==> src/hw/rtl/gnd_pkg.sv <==
// Shared types and constants for the greedy note dispenser.
// Holds field widths, register indexes, reset values and the
// controller/datapath command and status structs. No dependencies.
`timescale 1ns / 1ps

package gnd_pkg;

  // Field widths
  localparam int AMT_W     = 31;
  localparam int DEN_W     = 20;
  localparam int DCNT_W    = 3;
  localparam int DEN_REGS  = 6;
  localparam int CFG_IDX_W = 3;

  // Stream payload widths, padded to whole bytes
  localparam int IN_TDATA_W  = 32;
  localparam int OUT_TDATA_W = 88;

  // Divider: one quotient bit per cycle
  localparam int DIV_STEPS = AMT_W;
  localparam int STEP_W    = 5;

  // Configuration register indexes
  localparam logic [CFG_IDX_W-1:0] REG_DEN_COUNT = 3'd0;
  localparam logic [CFG_IDX_W-1:0] REG_DEN_FIRST = 3'd1;
  localparam logic [CFG_IDX_W-1:0] REG_DEN_LAST  = 3'd6;

  // Reset values
  localparam logic [DCNT_W-1:0] DEN_COUNT_RESET = 3'd6;
  localparam logic [DEN_REGS-1:0][DEN_W-1:0] DEN_RESET = {
    20'd10000, 20'd20000, 20'd50000, 20'd100000, 20'd200000, 20'd500000
  };

  // Controller states
  typedef enum logic [1:0] {
    ST_IDLE,
    ST_START,
    ST_DIVIDE,
    ST_EMIT
  } gnd_state_t;

  // Commands from the controller to the datapath
  typedef struct packed {
    logic load;       // take a new request and sort the denominations
    logic div_start;  // begin dividing the remaining amount
    logic emit;       // load one result into the output register
  } gnd_cmd_t;

  // Status from the datapath to the controller
  typedef struct packed {
    logic div_done;   // divider idle, results valid
    logic last_item;  // current denomination is the final one
    logic out_free;   // output register can take a result this cycle
  } gnd_sts_t;

endpackage

==> src/hw/rtl/gnd_div.sv <==
// Iterative restoring divider, one quotient bit per cycle.
// Divides the 31-bit amount by a 20-bit denomination. Depends on gnd_pkg.
`timescale 1ns / 1ps

module gnd_div
  import gnd_pkg::*;
(
  input  logic             clk,
  input  logic             rst_n,
  input  logic             start,
  input  logic [AMT_W-1:0] dividend,
  input  logic [DEN_W-1:0] divisor,
  output logic             busy,
  output logic [AMT_W-1:0] quotient,
  output logic [DEN_W-1:0] remainder
);

  logic              busy_r, busy_nxt;
  logic [STEP_W-1:0] step_r, step_nxt;
  logic [AMT_W-1:0]  quo_r, quo_nxt;
  logic [DEN_W-1:0]  rem_r, rem_nxt;

  logic [DEN_W:0] trial;
  logic [DEN_W:0] diff;
  logic           ge;

  // One restoring step: shift in the next dividend bit and try a subtract.
  always_comb begin
    trial = {rem_r, quo_r[AMT_W-1]};
    diff  = trial - {1'b0, divisor};
    ge    = (trial >= {1'b0, divisor});
  end

  // Next-state logic for the shift registers and step counter.
  always_comb begin
    busy_nxt = busy_r;
    step_nxt = step_r;
    quo_nxt  = quo_r;
    rem_nxt  = rem_r;
    if (start) begin
      busy_nxt = 1'b1;
      step_nxt = '0;
      quo_nxt  = dividend;
      rem_nxt  = '0;
    end else if (busy_r) begin
      quo_nxt  = {quo_r[AMT_W-2:0], ge};
      rem_nxt  = ge ? diff[DEN_W-1:0] : trial[DEN_W-1:0];
      step_nxt = step_r + STEP_W'(1);
      if (step_r == STEP_W'(DIV_STEPS - 1)) begin
        busy_nxt = 1'b0;
      end
    end
  end

  // Control registers.
  always_ff @(posedge clk) begin
    if (!rst_n) begin
      busy_r <= 1'b0;
      step_r <= '0;
    end else begin
      busy_r <= busy_nxt;
      step_r <= step_nxt;
    end
  end

  // Working registers.
  always_ff @(posedge clk) begin
    quo_r <= quo_nxt;
    rem_r <= rem_nxt;
  end

  assign busy      = busy_r;
  assign quotient  = quo_r;
  assign remainder = rem_r;

endmodule

==> src/hw/rtl/gnd_datapath.sv <==
// Datapath of the note dispenser: configuration registers, stable
// descending sort, remaining amount, divider and output register.
// Depends on gnd_pkg and gnd_div.
`timescale 1ns / 1ps

module gnd_datapath
  import gnd_pkg::*;
#(
  parameter int MAX_DENOMINATIONS = 6
) (
  input  logic                   clk,
  input  logic                   rst_n,
  // configuration writes
  input  logic                   cfg_valid,
  output logic                   cfg_ready,
  input  logic [CFG_IDX_W-1:0]   cfg_index,
  input  logic [DEN_W-1:0]       cfg_data,
  // request amount
  input  logic [AMT_W-1:0]       amount,
  // controller link
  input  gnd_cmd_t               cmd,
  output gnd_sts_t               sts,
  // result register
  output logic                   out_tvalid,
  input  logic                   out_tready,
  output logic [OUT_TDATA_W-1:0] out_tdata,
  output logic                   out_tlast
);

  localparam int ACT_MAX = (MAX_DENOMINATIONS < DEN_REGS) ? MAX_DENOMINATIONS : DEN_REGS;
  localparam int CNT_W   = $clog2(ACT_MAX + 1);
  localparam int SEL_W   = (ACT_MAX > 1) ? $clog2(ACT_MAX) : 1;

  // Configuration registers
  logic [DCNT_W-1:0]                den_count_r;
  logic [DEN_REGS-1:0][DEN_W-1:0]   den_r;

  // Request state
  logic [ACT_MAX-1:0][DEN_W-1:0]    sorted_r, sorted_nxt;
  logic [CNT_W-1:0]                 n_r, n_nxt;
  logic [CNT_W-1:0]                 idx_r, idx_nxt;
  logic [AMT_W-1:0]                 left_r, left_nxt;

  // Output register
  logic                             out_valid_r, out_valid_nxt;
  logic [DEN_W-1:0]                 out_value_r;
  logic [AMT_W-1:0]                 out_count_r;
  logic [AMT_W-1:0]                 out_left_r;
  logic                             out_last_r;

  // Divider link
  logic             div_busy;
  logic [AMT_W-1:0] div_quo;
  logic [DEN_W-1:0] div_rem;

  logic [DEN_W-1:0] cur_den;
  logic             bypass;
  logic [AMT_W-1:0] cnt_res;
  logic [AMT_W-1:0] left_res;

  logic [DEN_REGS-1:0][CNT_W-1:0] rank;

  // Register writes are always taken; unknown indexes are dropped.
  assign cfg_ready = 1'b1;

  always_ff @(posedge clk) begin
    if (!rst_n) begin
      den_count_r <= DEN_COUNT_RESET;
      den_r       <= DEN_RESET;
    end else if (cfg_valid) begin
      if (cfg_index == REG_DEN_COUNT) begin
        den_count_r <= cfg_data[DCNT_W-1:0];
      end else if (cfg_index >= REG_DEN_FIRST && cfg_index <= REG_DEN_LAST) begin
        den_r[cfg_index - REG_DEN_FIRST] <= cfg_data;
      end
    end
  end

  // Number of denominations in use, clamped to one and to ACT_MAX.
  always_comb begin
    if (den_count_r == '0) begin
      n_nxt = CNT_W'(1);
    end else if (int'(den_count_r) > ACT_MAX) begin
      n_nxt = CNT_W'(ACT_MAX);
    end else begin
      n_nxt = CNT_W'(den_count_r);
    end
  end

  // Rank of each active denomination: larger values first, ties by index.
  always_comb begin
    for (int k = 0; k < DEN_REGS; k++) begin
      rank[k] = '0;
      for (int j = 0; j < DEN_REGS; j++) begin
        if (j != k && j < int'(n_nxt)) begin
          if (den_r[j] > den_r[k] || (den_r[j] == den_r[k] && j < k)) begin
            rank[k] = rank[k] + CNT_W'(1);
          end
        end
      end
    end
  end

  // Place each active denomination at its rank.
  always_comb begin
    for (int r = 0; r < ACT_MAX; r++) begin
      sorted_nxt[r] = '0;
      for (int k = 0; k < DEN_REGS; k++) begin
        if (k < int'(n_nxt) && rank[k] == CNT_W'(r)) begin
          sorted_nxt[r] = den_r[k];
        end
      end
    end
  end

  // Divider over the remaining amount and the current denomination.
  assign cur_den = sorted_r[idx_r[SEL_W-1:0]];

  gnd_div u_div (
    .clk       (clk),
    .rst_n     (rst_n),
    .start     (cmd.div_start),
    .dividend  (left_r),
    .divisor   (cur_den),
    .busy      (div_busy),
    .quotient  (div_quo),
    .remainder (div_rem)
  );

  // Nothing to take when the amount is spent or the note value is zero.
  assign bypass   = (left_r == '0) || (cur_den == '0);
  assign cnt_res  = bypass ? '0 : div_quo;
  assign left_res = bypass ? left_r : {{(AMT_W-DEN_W){1'b0}}, div_rem};

  // Request state next values.
  always_comb begin
    idx_nxt  = idx_r;
    left_nxt = left_r;
    if (cmd.load) begin
      idx_nxt  = '0;
      left_nxt = amount;
    end else if (cmd.emit) begin
      idx_nxt  = idx_r + CNT_W'(1);
      left_nxt = left_res;
    end
  end

  always_ff @(posedge clk) begin
    idx_r  <= idx_nxt;
    left_r <= left_nxt;
    if (cmd.load) begin
      n_r      <= n_nxt;
      sorted_r <= sorted_nxt;
    end
  end

  // Output register: a new result may enter as the held one leaves.
  always_comb begin
    out_valid_nxt = out_valid_r;
    if (cmd.emit) begin
      out_valid_nxt = 1'b1;
    end else if (out_tready) begin
      out_valid_nxt = 1'b0;
    end
  end

  always_ff @(posedge clk) begin
    if (!rst_n) begin
      out_valid_r <= 1'b0;
    end else begin
      out_valid_r <= out_valid_nxt;
    end
  end

  always_ff @(posedge clk) begin
    if (cmd.emit) begin
      out_value_r <= cur_den;
      out_count_r <= cnt_res;
      out_left_r  <= left_res;
      out_last_r  <= sts.last_item;
    end
  end

  // Status back to the controller.
  assign sts.div_done  = !div_busy;
  assign sts.last_item = (idx_r == n_r - CNT_W'(1));
  assign sts.out_free  = !out_valid_r || out_tready;

  assign out_tvalid = out_valid_r;
  assign out_tdata  = {{(OUT_TDATA_W - DEN_W - 2*AMT_W){1'b0}},
                       out_left_r, out_count_r, out_value_r};
  assign out_tlast  = out_last_r;

endmodule

==> src/hw/rtl/gnd_ctrl.sv <==
// Controller state machine of the note dispenser: sequences request
// intake, one division per denomination and result hand-off. Depends on gnd_pkg.
`timescale 1ns / 1ps

module gnd_ctrl
  import gnd_pkg::*;
(
  input  logic     clk,
  input  logic     rst_n,
  input  logic     in_tvalid,
  output logic     in_tready,
  input  gnd_sts_t sts,
  output gnd_cmd_t cmd
);

  gnd_state_t state_r, state_nxt;

  // State register.
  always_ff @(posedge clk) begin
    if (!rst_n) begin
      state_r <= ST_IDLE;
    end else begin
      state_r <= state_nxt;
    end
  end

  // Next state and commands.
  always_comb begin
    state_nxt = state_r;
    cmd       = '0;
    in_tready = 1'b0;
    unique case (state_r)
      ST_IDLE: begin
        in_tready = 1'b1;
        if (in_tvalid) begin
          cmd.load  = 1'b1;
          state_nxt = ST_START;
        end
      end
      ST_START: begin
        cmd.div_start = 1'b1;
        state_nxt     = ST_DIVIDE;
      end
      ST_DIVIDE: begin
        if (sts.div_done) begin
          state_nxt = ST_EMIT;
        end
      end
      ST_EMIT: begin
        if (sts.out_free) begin
          cmd.emit  = 1'b1;
          state_nxt = sts.last_item ? ST_IDLE : ST_START;
        end
      end
      default: begin
        state_nxt = ST_IDLE;
      end
    endcase
  end

endmodule

==> src/hw/rtl/greedy_note_dispenser.sv <==
// Greedy note dispenser: splits a request over up to six note values.
// Each result passes through a start step, the shared one-bit-per-cycle divider,
// a check that the divider has finished and a hand-off to the output register,
// which waits while the receiver leaves the output register full. A new request
// is taken only once the last result of the previous one has been handed off.
// Synchronous active-low reset restores the default note values and count.
`timescale 1ns / 1ps

module greedy_note_dispenser
  import gnd_pkg::*;
#(
  parameter int MAX_DENOMINATIONS = 6
) (
  input  logic                   clk,
  input  logic                   rst_n,
  // request channel
  input  logic                   in_tvalid,
  output logic                   in_tready,
  input  logic [IN_TDATA_W-1:0]  in_tdata,   // [30:0] amount
  // result channel
  output logic                   out_tvalid,
  input  logic                   out_tready,
  output logic [OUT_TDATA_W-1:0] out_tdata,  // [19:0] note_value, [50:20] note_count,
                                             // [81:51] amount_left
  output logic                   out_tlast,  // last
  // configuration writes
  input  logic                   cfg_valid,
  output logic                   cfg_ready,
  input  logic [CFG_IDX_W-1:0]   cfg_index,
  input  logic [DEN_W-1:0]       cfg_data
);

  gnd_cmd_t cmd;
  gnd_sts_t sts;

  // Sequencer.
  gnd_ctrl u_ctrl (
    .clk       (clk),
    .rst_n     (rst_n),
    .in_tvalid (in_tvalid),
    .in_tready (in_tready),
    .sts       (sts),
    .cmd       (cmd)
  );

  // Registers, sort, divider and output stage.
  gnd_datapath #(
    .MAX_DENOMINATIONS (MAX_DENOMINATIONS)
  ) u_datapath (
    .clk        (clk),
    .rst_n      (rst_n),
    .cfg_valid  (cfg_valid),
    .cfg_ready  (cfg_ready),
    .cfg_index  (cfg_index),
    .cfg_data   (cfg_data),
    .amount     (in_tdata[AMT_W-1:0]),
    .cmd        (cmd),
    .sts        (sts),
    .out_tvalid (out_tvalid),
    .out_tready (out_tready),
    .out_tdata  (out_tdata),
    .out_tlast  (out_tlast)
  );

endmodule
==> config.mk <==
export PLATFORM = sky130hd
export DESIGN_NAME = greedy_note_dispenser
export DESIGN_NICKNAME = d
export VERILOG_FILES = /design/src/hw/rtl/gnd_pkg.sv /design/src/hw/rtl/gnd_div.sv /design/src/hw/rtl/gnd_datapath.sv /design/src/hw/rtl/gnd_ctrl.sv /design/src/hw/rtl/greedy_note_dispenser.sv
export SDC_FILE = /design/constraint.sdc
export NUM_CORES = 1
export LEC_CHECK = 0
export BUFFER_PORTS_ARGS = -buffer_cell sky130_fd_sc_hd__buf_4
export CAP_MARGIN = 40
export CORE_MARGIN = 3
export CORE_UTILIZATION = 30
export CTS_BUF_LIST = sky130_fd_sc_hd__clkbuf_8 sky130_fd_sc_hd__clkbuf_16
export DETAILED_ROUTE_END_ITERATION = 12
export PLACE_DENSITY = 0.48
export SLEW_MARGIN = 25
export SYNTH_ARGS = -nofsm -noshare
export SYNTH_HDL_FRONTEND = slang
export SYNTH_SLANG_ARGS = --single-unit
==> constraint.sdc <==
create_clock -name clk -period 5.7 [get_ports clk]
set_input_delay 0.285 -clock clk [delete_from_list [all_inputs] [get_ports clk]]
set_output_delay 0.285 -clock clk [all_outputs]
set_load 0.05 [all_outputs]
==> results.toml <==
[drt]
firstDrtPassIters = 8
vias_per_cell = 5.788
dr_total_vias = 32090
drc_errors = 0
drt_wl_total_microns = 146000
post_drt_wl_per_cell_microns = 26.33
drt_iter0_drc = 3957
postRouteAntennaNets = 0

[floorplan]
dieArea_sq_um = 112100
die_h_microns = 334.9
ios = 152
start_util = 0.3026
dieWidth_microns = 334.9
coreArea_sq_um = 107200
rows = 120

[pwr]
power_frac_seq = 0.253
p_switching_uw = 8704
p_sw_frac = 0.4186
internal-power_uw = 12090
peakVddDrop_uv = 291.6
combPwrFrac = 0.578
power_density_nw_per_um2 = 474.8
power_leakage_uw = 0.01741
p_clk_frac = 0.169

[timing]
finalWorstSetupSlack_ps = -380.5
tns_ps = -34590
fin_skew_ps = 34.33
final_max_slew_viol_count = 0
rsz0062_at_grt = "true"
max-slew-margin-rel = 0.3852
fmax_ghz = 0.1645
worst_slew_pin_slew_ps = 922.2
hold_viol_final = 0
period_share = 1.067
period_needed_ps = 6080
finalSetupViolCount = 120

[cts]
clk_latency_ps = 650
numCtsBuffers = 53
clkTransAtPathRegs_ps = 70
root_buffer = "clkbuf_16"
cts_buffer_depth = 3
cts_tree = "built"
cts_htree_levels = 2
clock_sinks = 423

[logic_synthesis]
ys_ff_latch = 423
synth_cell_type_count = 86
syn_inst = 3495
synth_area_sq_um = 32440
synth_edf_count = 268
synth_ff_type = "edfxtp_1"
ys.warnings.count = 0
ys_async_sr_fraction = 0
synth-seq-area-share = 0.3437
syn_avg_cell_area_sq_um = 9.283

[critical_path]
worst_ep_required_time_ps = 6120
max_stage_delay_ps = 480
cpMostUsedCell = "a21oi_2"
critical_path.startpoint = "u_datapath.den_r[45]"
cp.arrival_ps = 6500
worst_setup_path_end_kind = "register"
reg2reg_setup_slack_ps = -380
reg2reg_from = "u_datapath.den_r[45]"
cp_max_fo = 5
crit_path_top_delay_cell = "mux2i_4"
crit_type = "reg2reg"
rr_worst_depth = 36
crit_path_start_kind = "register"
r2r-end = "u_datapath.sorted_r[48]"

[global_route]
grt_max_degree = 79
grt_pass1_vias = 30290
grt_overflow = 0
grt_use_total = 0.2450
grt_first_pass_wirelength_microns = 205600
antenna_found_initial = 1

[finish]
syn_to_final_growth_pct = 34.99
n_antenna_cell = 0
drive_gt1_frac = 0.2716
fill_cells = 10620
instances_no_fill = 5545
nets = 4514
final_core_util = 0.4085

[placement]
hpwl_microns = 102600
dp.cells = 5309
io_buffers = 143
gp_congestion = 0.9300
dp_slack_ps = -1146

[worst_hold_path]
whs_path_depth = 4
hold_start = "cfg_valid"
hold_path.class = "in2reg"
min_to = "u_datapath.den_count_r[1]"

[run_status]
violations = "setup timing"
status = "complete, but fails checks"

[job]
drv_cap = 0
==> sequential cells by signal, indices dropped and copies added, names as in the netlist <==
signal,flops
u_datapath.den_r,120
u_datapath.sorted_r,120
u_datapath.left_r,31
u_datapath.out_count_r,31
u_datapath.out_left_r,31
u_datapath.u_div.quotient,31
u_datapath.out_value_r,20
u_datapath.u_div.remainder,20
u_datapath.u_div.step_r,5
u_datapath.den_count_r,3
u_datapath.idx_r,3
u_datapath.n_r,3
u_ctrl.state_r,2
u_datapath.out_tlast,1
u_datapath.out_tvalid,1
u_datapath.u_div.busy,1
==> timing repair <==
action / 4_1_cts / 5_1_grt
hold buffers: 52 / 0
endpoints found under the hold margin: 155 / 0
pin swaps: 71 / 88
gates cloned: 17 / 16
resized for setup: 108 / 118
setup endpoints to repair: 120 / 120
buffers inserted: 36 / 15
==> Yosys cell counts (11+ instances only) <==
library cell,n,share of area
nor2_1,220,0.025
buf_2,23,0.0035
inv_1,187,0.022
nor4_1,59,0.011
ha_1,356,0.14
o211ai_1,93,0.022
o21ai_0,99,0.015
nand4_1,74,0.014
o311a_1,42,0.013
a222oi_1,39,0.012
nor2b_1,45,0.0087
a221oi_1,24,0.0065
nand2b_1,23,0.0044
a21oi_1,184,0.028
xor2_1,15,0.0040
a211o_1,11,0.0030
edfxtp_1,268,0.25
a31oi_1,55,0.011
mux4_2,20,0.014
nand3_1,82,0.013
o2111ai_1,46,0.012
dfxtp_1,155,0.096
mux2i_1,120,0.037
xnor2_1,23,0.0062
clkbuf_1,217,0.025
o21a_1,21,0.0049
o221a_2,21,0.0073
a21boi_0,94,0.022
a221o_1,41,0.013
a211oi_1,70,0.016
o22ai_1,42,0.0081
or2_2,12,0.0023
mux2_2,66,0.023
nand2_1,377,0.044
and4_1,13,0.0035
nor3_1,42,0.0065
and2_1,44,0.0085
a21o_1,28,0.0065
==> power groups by stage <==
stage          clock, uW  combinational, uW  sequential, uW
6_report            3510              12000            5270
5_1_grt             3690              12800            5350
4_1_cts             3570              11400            5270
3_5_place_dp           0              10500            5330
3_3_place_gp           0              10400            5320
2_1_floorplan          0               6520            5400
==> cells by family after synthesis <==
logic type	count (synthesis)	share of synthesized area
multiplexers	206	0.07381
XOR/XNOR	54	0.02148
flip-flops	423	0.3437
AND/OR/NAND/NOR	1044	0.1540
AO/OA/AOI/OAI	965	0.2155
adder cells (fa/ha/maj)	357	0.1379
other	2	0.0002315
buffers and inverters	444	0.05341
==> cell usage in the layout, fill, tap and decap left out, types with 14 or more instances in the layout <==
cell type / instances
nand3_1: 81
a21o_1: 28
buf_6: 31
xnor2_1: 23
ha_4: 19
xor2_1: 14
nand2b_1: 19
mux2i_1: 118
clkbuf_16: 64
a221o_1: 41
mux4_2: 20
a222oi_1: 39
nand2_1: 374
a21oi_1: 174
o211ai_1: 93
inv_1: 198
buf_16: 15
a31oi_1: 51
dfxtp_1: 139
mux2_2: 65
nor4_1: 48
a211oi_1: 67
o2111ai_1: 44
dlygate4sd3_1: 52
buf_4: 620
o21ai_0: 85
a21boi_0: 93
nor2_1: 213
nor3_1: 32
buf_12: 56
and2_1: 43
o21a_1: 20
nand4_1: 74
edfxtp_1: 268
ha_1: 332
o22ai_1: 29
dfxtp_2: 16
o311a_1: 41
o221a_4: 15
nor2b_1: 44
==> worst max-delay path: cells and delay by family (launching register included) <==
| kind | cells | cell delay [ps] |
|---|---|---|
| AOI/OAI and AO/OA | 14 | 2290 |
| and+or+nand+nor | 9 | 640 |
| buffers and inverters | 5 | 560 |
| muxes | 3 | 810 |
| adders and majority gates | 5 | 1210 |
| DFF | 1 | 330 |
==> routing by layer <==
metal	GRT usage	share of wire	vias up
met3	0.04773	0.094	361
li1	-	-	14550
met4	0.09197	0.049	0
met5	0	0	-
met1	0.3326	0.42	15390
met2	0.3849	0.44	1787
==> worst max-delay path by stage <==
stage / endpoint / cells past startpoint / slack [ps]
after floorplan: u_datapath.sorted_r[80] / 21 / -5
after global placement: u_datapath.sorted_r[66] / 28 / -1120
after detailed placement: u_datapath.sorted_r[66] / 29 / -1150
after CTS: u_datapath.sorted_r[66] / 34 / -310
after global routing: u_datapath.sorted_r[71] / 37 / -730
final: u_datapath.sorted_r[48] / 36 / -380
==> metrics by stage <==
stage          cell area, sq um  hold WS (ps)  total power [uW]
2_1_floorplan             32560         410.1             11930
6_report                  43790         143.3             20790
3_3_place_gp              38950         495.9             15740
5_1_grt                   43790         176.8             21810
3_5_place_dp              39020         507.9             15820
4_1_cts                   42680         117.4             20250
==> final cells by class <==
type | instances | area (sq um) | share of cell area
multi-input cells | 2635 | 20790 | 0.4747
well taps | 1403 | 1755 | 0.04008
clock inverters | 41 | 374.1 | 0.008542
clock buffers | 59 | 1409 | 0.03217
flip-flops and latches | 423 | 11170 | 0.2551
inverters | 187 | 706.9 | 0.01614
repair buffers | 797 | 7589 | 0.1733
Note: power is estimated with default switching activity, not from simulation.
